File: src/ws_drv_pkg.sv
package ws_drv_pkg;

    // Request codes carried in req_type
    localparam logic [2:0] REQ_SET_PIX  = 3'd0;
    localparam logic [2:0] REQ_SET_ALL  = 3'd1;
    localparam logic [2:0] REQ_CLEAR    = 3'd2;
    localparam logic [2:0] REQ_REFRESH  = 3'd3;
    localparam logic [2:0] REQ_TICK     = 3'd4;

    // Configuration register indexes
    localparam logic [2:0] CFG_ZERO_HIGH = 3'd0;
    localparam logic [2:0] CFG_ZERO_LOW  = 3'd1;
    localparam logic [2:0] CFG_ONE_HIGH  = 3'd2;
    localparam logic [2:0] CFG_ONE_LOW   = 3'd3;
    localparam logic [2:0] CFG_LATCH_LOW = 3'd4;
    localparam logic [2:0] CFG_LED_COUNT = 3'd5;

    localparam int CFG_DW = 15;

    // Reset values of the timing and chain length registers
    localparam logic [7:0]  RST_ZERO_HIGH = 8'd16;
    localparam logic [7:0]  RST_ZERO_LOW  = 8'd48;
    localparam logic [7:0]  RST_ONE_HIGH  = 8'd48;
    localparam logic [7:0]  RST_ONE_LOW   = 8'd16;
    localparam logic [14:0] RST_LATCH_LOW = 15'd20000;
    localparam logic [6:0]  RST_LED_COUNT = 7'd49;

    // Command queue between front and back
    localparam int Q_DEPTH = 4;
    localparam int Q_AW    = $clog2(Q_DEPTH);
    localparam int Q_CW    = $clog2(Q_DEPTH + 1);

    typedef struct packed {
        logic [2:0] req_type;
        logic [5:0] pixel_index;
        logic [7:0] red;
        logic [7:0] green;
        logic [7:0] blue;
    } t_in_item;

    typedef struct packed {
        logic line_level;
        logic busy_res;
        logic frame_done;
    } t_out_item;

    typedef enum logic [2:0] {
        OP_SET_PIX,
        OP_SET_ALL,
        OP_CLEAR,
        OP_REFRESH,
        OP_TICK,
        OP_NOP
    } t_op;

    // Classified command; color already in wire order (G, R, B)
    typedef struct packed {
        t_op        op;
        logic [5:0] idx;
        logic [23:0] grb;
    } t_cmd;

    typedef struct packed {
        logic full;
        logic empty;
    } t_q_stat;

    typedef struct packed {
        logic [7:0]  zero_high;
        logic [7:0]  zero_low;
        logic [7:0]  one_high;
        logic [7:0]  one_low;
        logic [14:0] latch_low;
        logic [6:0]  led_count;
    } t_timing;

    typedef enum logic [1:0] {
        PH_IDLE,
        PH_HIGH,
        PH_LOW,
        PH_LATCH
    } t_phase;

endpackage

File: src/ws_drv_front.sv
module ws_drv_front (
    input  logic                i_clk,
    input  logic                i_rst_n,
    input  logic                i_in_valid,
    output logic                o_in_stall,
    input  ws_drv_pkg::t_in_item i_in_data,
    input  ws_drv_pkg::t_q_stat i_q_stat,
    output logic                o_push,
    output ws_drv_pkg::t_cmd    o_cmd
);
    import ws_drv_pkg::*;

    logic r_valid;
    t_cmd r_cmd;
    t_cmd n_cmd;

    always_comb begin
        n_cmd.idx = i_in_data.pixel_index;
        n_cmd.grb = {i_in_data.green, i_in_data.red, i_in_data.blue};
        unique case (i_in_data.req_type)
            REQ_SET_PIX: n_cmd.op = OP_SET_PIX;
            REQ_SET_ALL: n_cmd.op = OP_SET_ALL;
            REQ_CLEAR:   n_cmd.op = OP_CLEAR;
            REQ_REFRESH: n_cmd.op = OP_REFRESH;
            REQ_TICK:    n_cmd.op = OP_TICK;
            default:     n_cmd.op = OP_NOP;
        endcase
    end

    assign o_in_stall = r_valid && i_q_stat.full;
    assign o_push     = r_valid && !i_q_stat.full;
    assign o_cmd      = r_cmd;

    always_ff @(posedge i_clk) begin
        if (!i_rst_n) begin
            r_valid <= 1'b0;
        end else if (!o_in_stall) begin
            r_valid <= i_in_valid;
        end
    end

    always_ff @(posedge i_clk) begin
        if (!o_in_stall && i_in_valid) begin
            r_cmd <= n_cmd;
        end
    end

endmodule

File: src/ws_drv_fifo.sv
module ws_drv_fifo (
    input  logic                i_clk,
    input  logic                i_rst_n,
    input  logic                i_push,
    input  ws_drv_pkg::t_cmd    i_cmd,
    input  logic                i_pop,
    output ws_drv_pkg::t_cmd    o_cmd,
    output ws_drv_pkg::t_q_stat o_stat
);
    import ws_drv_pkg::*;

    t_cmd            r_mem [Q_DEPTH];
    logic [Q_AW-1:0] r_wr_ptr;
    logic [Q_AW-1:0] r_rd_ptr;
    logic [Q_CW-1:0] r_count;

    assign o_stat.full  = (r_count == Q_CW'(Q_DEPTH));
    assign o_stat.empty = (r_count == '0);
    assign o_cmd        = r_mem[r_rd_ptr];

    always_ff @(posedge i_clk) begin
        if (!i_rst_n) begin
            r_wr_ptr <= '0;
            r_rd_ptr <= '0;
            r_count  <= '0;
        end else begin
            if (i_push) begin
                r_wr_ptr <= r_wr_ptr + Q_AW'(1);
            end
            if (i_pop) begin
                r_rd_ptr <= r_rd_ptr + Q_AW'(1);
            end
            if (i_push && !i_pop) begin
                r_count <= r_count + Q_CW'(1);
            end else if (i_pop && !i_push) begin
                r_count <= r_count - Q_CW'(1);
            end
        end
    end

    always_ff @(posedge i_clk) begin
        if (i_push) begin
            r_mem[r_wr_ptr] <= i_cmd;
        end
    end

endmodule

File: src/ws_drv_back.sv
module ws_drv_back #(
    parameter int MAX_LEDS = 64
) (
    input  logic                  i_clk,
    input  logic                  i_rst_n,
    input  ws_drv_pkg::t_timing   i_cfg,
    input  ws_drv_pkg::t_cmd      i_cmd,
    input  ws_drv_pkg::t_q_stat   i_q_stat,
    output logic                  o_pop,
    output logic                  o_out_valid,
    input  logic                  i_out_stall,
    output ws_drv_pkg::t_out_item o_out_data
);
    import ws_drv_pkg::*;

    localparam int AW = (MAX_LEDS > 1) ? $clog2(MAX_LEDS) : 1;
    localparam int CW = $clog2(MAX_LEDS + 1);

    function automatic logic [14:0] f_min1(input logic [14:0] v);
        return (v == '0) ? 15'd1 : v;
    endfunction

    // Pixel store: GRB words, valid bit per entry, fill value for unwritten ones
    logic [23:0]         r_mem [MAX_LEDS];
    logic [MAX_LEDS-1:0] r_vbits;
    logic [23:0]         r_fill;
    logic [23:0]         r_rd_data;
    logic                r_rd_ok;
    logic                r_pend;

    // Sequencer state
    t_phase      r_phase, n_phase;
    logic [AW-1:0] r_pos, n_pos;
    logic [4:0]  r_bit, n_bit;
    logic [23:0] r_word, n_word;
    logic [23:0] r_next_word, n_next_word;
    logic [14:0] r_ticks, n_ticks;
    logic        done;

    logic          r_out_valid;
    t_out_item     r_out, n_res;

    logic [CW-1:0] eff_cnt;
    logic [23:0]   nw_cur;
    logic          idle;
    logic          last_led;
    logic          wr_en, rd_en, set_all;
    logic [AW-1:0] wr_addr, rd_addr, addr_one, addr_after;
    logic [23:0]   fill_val;

    assign o_pop = !i_q_stat.empty && (!r_out_valid || !i_out_stall);
    assign idle  = (r_phase == PH_IDLE);

    always_comb begin
        if (i_cfg.led_count == '0) begin
            eff_cnt = CW'(1);
        end else if (32'(i_cfg.led_count) > 32'(MAX_LEDS)) begin
            eff_cnt = CW'(MAX_LEDS);
        end else begin
            eff_cnt = CW'(i_cfg.led_count);
        end
    end

    // Word of the next LED, taking a just-returned store read into account
    assign nw_cur     = r_pend ? (r_rd_ok ? r_rd_data : r_fill) : r_next_word;
    assign last_led   = (32'(r_pos) + 32'd1) >= 32'(eff_cnt);
    assign addr_one   = (MAX_LEDS > 1) ? AW'(1) : '0;
    assign addr_after = ((32'(r_pos) + 32'd2) >= 32'(MAX_LEDS)) ? '0
                                                                : AW'(32'(r_pos) + 32'd2);
    assign wr_addr    = AW'(i_cmd.idx);

    // Next state
    always_comb begin
        n_phase     = r_phase;
        n_pos       = r_pos;
        n_bit       = r_bit;
        n_word      = r_word;
        n_ticks     = r_ticks;
        n_next_word = nw_cur;
        wr_en       = 1'b0;
        rd_en       = 1'b0;
        rd_addr     = '0;
        set_all     = 1'b0;
        fill_val    = '0;
        done        = 1'b0;
        if (o_pop) begin
            unique case (i_cmd.op)
                OP_SET_PIX: begin
                    if (idle && (32'(i_cmd.idx) < 32'(eff_cnt))) begin
                        wr_en = 1'b1;
                        if (i_cmd.idx == '0) begin
                            n_next_word = i_cmd.grb;
                        end
                    end
                end
                OP_SET_ALL: begin
                    if (idle) begin
                        set_all     = 1'b1;
                        fill_val    = i_cmd.grb;
                        n_next_word = i_cmd.grb;
                    end
                end
                OP_CLEAR: begin
                    if (idle) begin
                        set_all     = 1'b1;
                        n_next_word = '0;
                        n_pos       = '0;
                        n_bit       = '0;
                        n_word      = '0;
                        n_phase     = PH_HIGH;
                        n_ticks     = f_min1(15'(i_cfg.zero_high));
                    end
                end
                OP_REFRESH: begin
                    if (idle) begin
                        rd_en   = 1'b1;
                        rd_addr = addr_one;
                        n_pos   = '0;
                        n_bit   = '0;
                        n_word  = nw_cur;
                        n_phase = PH_HIGH;
                        n_ticks = f_min1(15'(nw_cur[23] ? i_cfg.one_high
                                                        : i_cfg.zero_high));
                    end
                end
                OP_TICK: begin
                    if (!idle && (r_ticks > 15'd1)) begin
                        n_ticks = r_ticks - 15'd1;
                    end else begin
                        unique case (r_phase)
                            PH_IDLE: begin
                            end
                            PH_HIGH: begin
                                n_phase = PH_LOW;
                                n_ticks = f_min1(15'(r_word[23] ? i_cfg.one_low
                                                                : i_cfg.zero_low));
                            end
                            PH_LOW: begin
                                if (r_bit == 5'd23) begin
                                    if (last_led) begin
                                        n_phase = PH_LATCH;
                                        n_ticks = f_min1(i_cfg.latch_low);
                                        rd_en   = 1'b1;
                                        rd_addr = '0;
                                    end else begin
                                        n_pos   = r_pos + AW'(1);
                                        n_bit   = '0;
                                        n_word  = nw_cur;
                                        n_phase = PH_HIGH;
                                        n_ticks = f_min1(15'(nw_cur[23] ? i_cfg.one_high
                                                                        : i_cfg.zero_high));
                                        rd_en   = 1'b1;
                                        rd_addr = addr_after;
                                    end
                                end else begin
                                    n_bit   = r_bit + 5'd1;
                                    n_word  = {r_word[22:0], 1'b0};
                                    n_phase = PH_HIGH;
                                    n_ticks = f_min1(15'(r_word[22] ? i_cfg.one_high
                                                                    : i_cfg.zero_high));
                                end
                            end
                            PH_LATCH: begin
                                n_phase = PH_IDLE;
                                n_ticks = '0;
                                done    = 1'b1;
                            end
                            default: begin
                            end
                        endcase
                    end
                end
                OP_NOP: begin
                end
                default: begin
                end
            endcase
        end
    end

    // Result of the item being executed
    always_comb begin
        n_res.line_level = (n_phase == PH_HIGH);
        n_res.busy_res   = (n_phase != PH_IDLE);
        n_res.frame_done = done;
    end

    always_ff @(posedge i_clk) begin
        if (!i_rst_n) begin
            r_phase     <= PH_IDLE;
            r_pos       <= '0;
            r_bit       <= '0;
            r_word      <= '0;
            r_next_word <= '0;
            r_ticks     <= '0;
            r_pend      <= 1'b0;
            r_vbits     <= '0;
            r_fill      <= '0;
            r_out_valid <= 1'b0;
        end else begin
            r_phase     <= n_phase;
            r_pos       <= n_pos;
            r_bit       <= n_bit;
            r_word      <= n_word;
            r_next_word <= n_next_word;
            r_ticks     <= n_ticks;
            r_pend      <= rd_en;
            if (set_all) begin
                r_vbits <= '0;
                r_fill  <= fill_val;
            end else if (wr_en) begin
                r_vbits[wr_addr] <= 1'b1;
            end
            if (o_pop) begin
                r_out_valid <= 1'b1;
            end else if (!i_out_stall) begin
                r_out_valid <= 1'b0;
            end
        end
    end

    always_ff @(posedge i_clk) begin
        if (wr_en) begin
            r_mem[wr_addr] <= i_cmd.grb;
        end
        if (rd_en) begin
            r_rd_data <= r_mem[rd_addr];
            r_rd_ok   <= r_vbits[rd_addr];
        end
        if (o_pop) begin
            r_out <= n_res;
        end
    end

    assign o_out_valid = r_out_valid;
    assign o_out_data  = r_out;

endmodule

File: src/ws2812_led_chain_driver_unit.sv
// LED chain driver: pixel store plus serial line sequencer, one tick per item.
// Path: an accepted item passes the front register, then the queue, then execution
//   into the output register.
// Throughput: one item per cycle while the queue is not full and the output is not stalled.
// Reset: synchronous, active low; the pixel store reads as black at once through
//   per-entry valid bits, so no clearing pass and no dead time after reset.
module ws2812_led_chain_driver_unit #(
    parameter int MAX_LEDS = 64
) (
    input  logic                  i_clk,
    input  logic                  i_rst_n,
    // item input
    input  logic                  i_in_valid,
    output logic                  o_in_stall,
    input  ws_drv_pkg::t_in_item  i_in_data,
    // result output
    output logic                  o_out_valid,
    input  logic                  i_out_stall,
    output ws_drv_pkg::t_out_item o_out_data,
    // register writes
    input  logic                  i_cfg_we,
    input  logic [2:0]            i_cfg_index,
    input  logic [14:0]           i_cfg_data
);
    import ws_drv_pkg::*;

    // Timing and chain length registers
    t_timing r_cfg;

    // Front -> queue -> back
    logic    q_push;
    logic    q_pop;
    t_cmd    f_cmd;
    t_cmd    q_cmd;
    t_q_stat q_stat;

    always_ff @(posedge i_clk) begin
        if (!i_rst_n) begin
            r_cfg.zero_high <= RST_ZERO_HIGH;
            r_cfg.zero_low  <= RST_ZERO_LOW;
            r_cfg.one_high  <= RST_ONE_HIGH;
            r_cfg.one_low   <= RST_ONE_LOW;
            r_cfg.latch_low <= RST_LATCH_LOW;
            r_cfg.led_count <= RST_LED_COUNT;
        end else if (i_cfg_we) begin
            unique case (i_cfg_index)
                CFG_ZERO_HIGH: r_cfg.zero_high <= i_cfg_data[7:0];
                CFG_ZERO_LOW:  r_cfg.zero_low  <= i_cfg_data[7:0];
                CFG_ONE_HIGH:  r_cfg.one_high  <= i_cfg_data[7:0];
                CFG_ONE_LOW:   r_cfg.one_low   <= i_cfg_data[7:0];
                CFG_LATCH_LOW: r_cfg.latch_low <= i_cfg_data[CFG_DW-1:0];
                CFG_LED_COUNT: r_cfg.led_count <= i_cfg_data[6:0];
                default: begin
                    // unused index: write dropped
                end
            endcase
        end
    end

    // Front: registers and classifies each item
    ws_drv_front u_front (
        .i_clk      (i_clk),
        .i_rst_n    (i_rst_n),
        .i_in_valid (i_in_valid),
        .o_in_stall (o_in_stall),
        .i_in_data  (i_in_data),
        .i_q_stat   (q_stat),
        .o_push     (q_push),
        .o_cmd      (f_cmd)
    );

    // Short command queue so front and back stall independently
    ws_drv_fifo u_fifo (
        .i_clk   (i_clk),
        .i_rst_n (i_rst_n),
        .i_push  (q_push),
        .i_cmd   (f_cmd),
        .i_pop   (q_pop),
        .o_cmd   (q_cmd),
        .o_stat  (q_stat)
    );

    // Back: pixel store, bit/phase sequencer, output register
    ws_drv_back #(
        .MAX_LEDS (MAX_LEDS)
    ) u_back (
        .i_clk       (i_clk),
        .i_rst_n     (i_rst_n),
        .i_cfg       (r_cfg),
        .i_cmd       (q_cmd),
        .i_q_stat    (q_stat),
        .o_pop       (q_pop),
        .o_out_valid (o_out_valid),
        .i_out_stall (i_out_stall),
        .o_out_data  (o_out_data)
    );

    // Frame end always returns to idle
    a_done_idle: assert property (@(posedge i_clk) disable iff (!i_rst_n)
        o_out_valid && o_out_data.frame_done |-> !o_out_data.busy_res)
        else $error("frame_done while still busy");

    // Line only driven high inside a frame
    a_line_busy: assert property (@(posedge i_clk) disable iff (!i_rst_n)
        o_out_valid && o_out_data.line_level |-> o_out_data.busy_res)
        else $error("line high while idle");

    // Back never pops an empty queue
    a_pop_empty: assert property (@(posedge i_clk) disable iff (!i_rst_n)
        q_pop |-> !q_stat.empty)
        else $error("pop from empty queue");

    // Queue never pushed while full
    a_push_full: assert property (@(posedge i_clk) disable iff (!i_rst_n)
        q_push |-> !q_stat.full)
        else $error("push into full queue");

endmodule
File: config.mk
export PLATFORM = sky130hd
export DESIGN_NAME = ws2812_led_chain_driver_unit
export DESIGN_NICKNAME = d
export VERILOG_FILES = /design/src/ws_drv_pkg.sv /design/src/ws_drv_front.sv /design/src/ws_drv_fifo.sv /design/src/ws_drv_back.sv /design/src/ws2812_led_chain_driver_unit.sv
export SDC_FILE = /design/constraint.sdc
export NUM_CORES = 2
export LEC_CHECK = 0
export ABC_AREA = 1
export CORE_MARGIN = 3
export CORE_UTILIZATION = 38
export CTS_BUF_LIST = sky130_fd_sc_hd__clkbuf_8
export CTS_CLUSTER_SIZE = 20
export DETAILED_ROUTE_END_ITERATION = 10
export DONT_BUFFER_PORTS = 1
export GPL_ROUTABILITY_DRIVEN = 0
export HOLD_SLACK_MARGIN = 0.03
export PLACE_DENSITY_LB_ADDON = 0.12
export SLEW_MARGIN = 20
export SYNTH_ARGS = -nofsm -noshare
export SYNTH_HDL_FRONTEND = slang
export SYNTH_SLANG_ARGS = --single-unit
File: constraint.sdc
create_clock -name i_clk -period 4.55 [get_ports i_clk]
set_input_delay 0.91 -clock i_clk [delete_from_list [all_inputs] [get_ports i_clk]]
set_output_delay 0.91 -clock i_clk [all_outputs]
set_load 0.02 [all_outputs]
==> qor.csv <==
metric,value,unit
slew_violations,0,
synth_cell_types,48,
synth_largest_area_cell,edfxtp_1,
p_leak,37.9,nW
cp_cell_sequence,ha_1 -> nand2_1 -> nor2_1 -> nand2_1 -> nor2_4 -> nand3_4 -> nand2_8 -> nand3_4 -> buf_12 -> buf_12 -> buf_12 -> nand2_1 -> nand3_1 -> nand3_1 -> nand2_1 -> nand2_1 -> nand3_1 -> nand3_1 -> nand2_1,
route.detailed.drc,0,
drt_iter0_drc,7061,
clkPwrFrac,27.0,%
fin_area,98800,µm²
syn-cell-area,85700,µm²
combPwrFrac,32.1,%
r2r-end,u_back.r_rd_data[13]$_DFFE_PP_,
hold_path.class,in -> reg,
nNetsFinal,8476,
critPathArrivalTime,5.16,ns
timing.final.crit_share,95.6,%
syn2layout_area_growth,15.3,%
r2r_slack,0.20,ns
vias,65000,
ir_worst_vdd,0.524,mV
max_slew_margin,24.4,%
drt-vias-per-instance,5.58,
synth_ff_type,edfxtp_1,
timing.fmax,0.230,GHz
synth_top_area_share,60.6,%
grt_pass1_vias,62500,
start_kind,flip-flop,
grt_max_degree,154,
seq_area_frac_synth,66.0,%
worstPathRequired,5.36,ns
p_per_area,577,nW/µm²
tightest_slew,1.13,ns
antenna_found_initial,14,
die-area,231000,µm²
path_max_fanout,44,
layout-drive-gt1-share,11.1,%
critPathKind,reg -> reg,
dpl.hpwl,172000,µm
timing.hold.ws,0.144,ns
switchingPower,22.5,mW
cts_buffers,360,
grt_pass1_wl,433000,µm
cp_top_family,simple AND/OR/NAND/NOR gates,
final-hold-violation-count,0,
synth-seq-cells,1959,
clockBufferDepth,4,
r2r_start,u_back.r_bit[0]$_SDFFE_PN0P_,
cpMostUsedCell,nand2_1,
max_stage_delay,0.39,ns
initial_core_util,38.4,%
clkTransAtPathRegs,0.06,ns
htree_levels,5,
cts_tree,done,
ant_nets,0,
clock_sinks,1959,
async_flop_share,0,%
reg2reg_depth,19,
power.share.switching,39.5,%
cts_root_buf,clkbuf_8,
nFillCells,21200,
wl_per_cell,25.5,µm
syn_nets,8312,
crit_cells,19,
regArea,56500,µm²
hold_path.startpoint,i_cfg_index[0],
die_w,481,µm
internal-power,34.5,mW
drv_cap,0,
min_to,r_cfg[26]$_SDFFE_PN1P_,
synth_cells,8233,
rows,173,
die_h,481,µm
place_area,91600,µm²
synthTopCellsByArea,"edfxtp_1, nand3_1, nand2_1",
yosys_warnings,0,
status,"finished, final reports clean",
final.setup.tns,0,ns
core-area,223000,µm²
gr-total-overflow,0,
endpoint_kind,flip-flop,
setup_viol,0,
grt_usage,25.0,%
clkLatencyLatePin,1.06,ns
min_delay_path_depth,3,
min_period,4.35,ns
power_frac_seq,41.0,%
skew,0.0825,ns
io_pins,61,
dr.pass1.iters,7,
multi_input_area,23800,µm²
crit_buf_inv,3,
synth_edf_count,1729,
io_buffers,0,
synth_area_per_cell,10.4,µm²
finalWirelength,296000,µm
slowest_stage,dfxtp_1,
rsz0062_at_grt,true,
==> area by class of cell <==
class	instances	area share [%]
Sequential cell	1959	57.2
Multi-Input combinational cell	4690	24.1
Timing Repair Buffer	419	4.75
Clock inverter	243	1.08
Tap cell	2975	3.77
Clock buffer	386	5.38
Inverter	967	3.70
Antenna cell	9	0.0228
==> routing by layer <==
| layer | track usage (%) | part of all wire (%) | up-vias |
|---|---|---|---|
| met1 | 35.1 | 43 | 32300 |
| met4 | 10.2 | 4.2 | 2 |
| li1 | - | - | 29500 |
| met3 | 4.26 | 7.3 | 577 |
| met5 | 0 | 0.0044 | - |
| met2 | 38.6 | 45 | 2657 |
==> worst min-delay path, delay by kind of cell <==
family | cells | cell delay, ns
AOI/OAI and AO/OA | 1 | 0.13
buffers and inverters | 1 | 0.05
and+or+nand+nor | 1 | 0.07
==> Yosys cell counts, types with 3 or more instances <==
master,instances
xnor2_1,3
xor2_1,9
nand2_2,3
o22ai_1,8
o211ai_1,43
buf_1,39
clkinv_1,4
ha_1,22
a32o_1,4
a221oi_1,5
nand3_1,1539
buf_2,249
a211oi_1,11
dfxtp_1,230
nand2_1,1413
a41oi_1,4
nor2_1,367
a32oi_1,19
clkbuf_1,328
nor3_1,15
edfxtp_1,1729
inv_1,954
nand4_1,811
o21ai_1,4
nor4_1,5
o21ai_0,190
inv_2,9
or2_2,5
a21oi_1,184
==> sequential cells by signal, indices dropped and copies added, names as in the netlist, 5 cells and up, named ones only <==
register,count
u_back.r_pos,6
u_back.r_ticks,15
u_front.o_cmd,33
r_cfg,54
u_back.r_rd_data,24
u_fifo.r_mem,132
u_back.r_next_word,24
u_back.r_mem,1536
u_back.r_bit,5
u_back.r_vbits,64
u_back.r_fill,24
u_back.r_word,24
==> through the flow <==
stage | setup WS, ns | util (%) | total power [mW] | instances
4_1_cts | 0.0360 | 44.1 | 57.0 | 11600
3_5_place_dp | 0.107 | 41.0 | 41.5 | 11000
5_1_grt | -0.0480 | 44.3 | 59.2 | 11600
2_1_floorplan | 0.535 | - | 32.8 | 8233
3_3_place_gp | 0.0802 | 41.0 | 41.3 | 10900
6_report | 0.198 | 44.3 | 57.0 | 11600
==> power by group through the flow <==
stage	Clock (mW)	Sequential, mW	Combinational, mW
4_1_cts	15.7	23.3	18.0
3_5_place_dp	0	23.7	17.9
6_report	15.4	23.3	18.3
3_3_place_gp	0	23.7	17.7
5_1_grt	16.5	23.4	19.3
2_1_floorplan	0	23.8	8.97
==> logic make-up after synthesis <==
kind of cell	after synthesis	synth area share [%]
compound gates	486	3.21
xor+xnor	12	0.123
fa+ha+maj	23	0.345
buf+inv	1584	7.31
flops	1959	66.0
mux	1	0.0117
simple gates	4168	23.0
==> cell usage in the layout, fill, tap and decap left out, types with 57 or more instances in the layout <==
cell	synthesis	routed
edfxtp_1	1729	1729
nand3_1	1539	1522
nand2_1	1413	1410
inv_1	954	1086
nand4_1	811	811
clkbuf_8	0	386
nor2_1	367	292
buf_4	0	258
dfxtp_1	230	229
o21ai_0	190	190
a21oi_1	184	182
buf_12	0	93
clkinv_1	4	57
==> worst max path at each step <==
stage                                  from                             end
5_1_grt        u_back.r_pos[2]$_SDFFE_PN0P_  u_back.r_rd_data[19]$_DFFE_PP_
2_1_floorplan                     flip-flop    u_back.r_mem[0][5]$_DFFE_PP_
6_report       u_back.r_bit[0]$_SDFFE_PN0P_  u_back.r_rd_data[13]$_DFFE_PP_
4_1_cts        u_back.r_bit[0]$_SDFFE_PN0P_   u_back.r_rd_data[3]$_DFFE_PP_
3_3_place_gp   u_back.r_pos[2]$_SDFFE_PN0P_   u_back.r_rd_data[3]$_DFFE_PP_
3_5_place_dp   u_back.r_pos[2]$_SDFFE_PN0P_   u_back.r_rd_data[3]$_DFFE_PP_
==> repair_timing <==
item	4_1_cts	5_1_grt
buffers inserted	0	5
gates resized for setup	0	33
hold buffers	51	0
setup endpoints to repair	0	39
endpoints found under the hold margin	153	0
(Power assumes the default switching activity.)
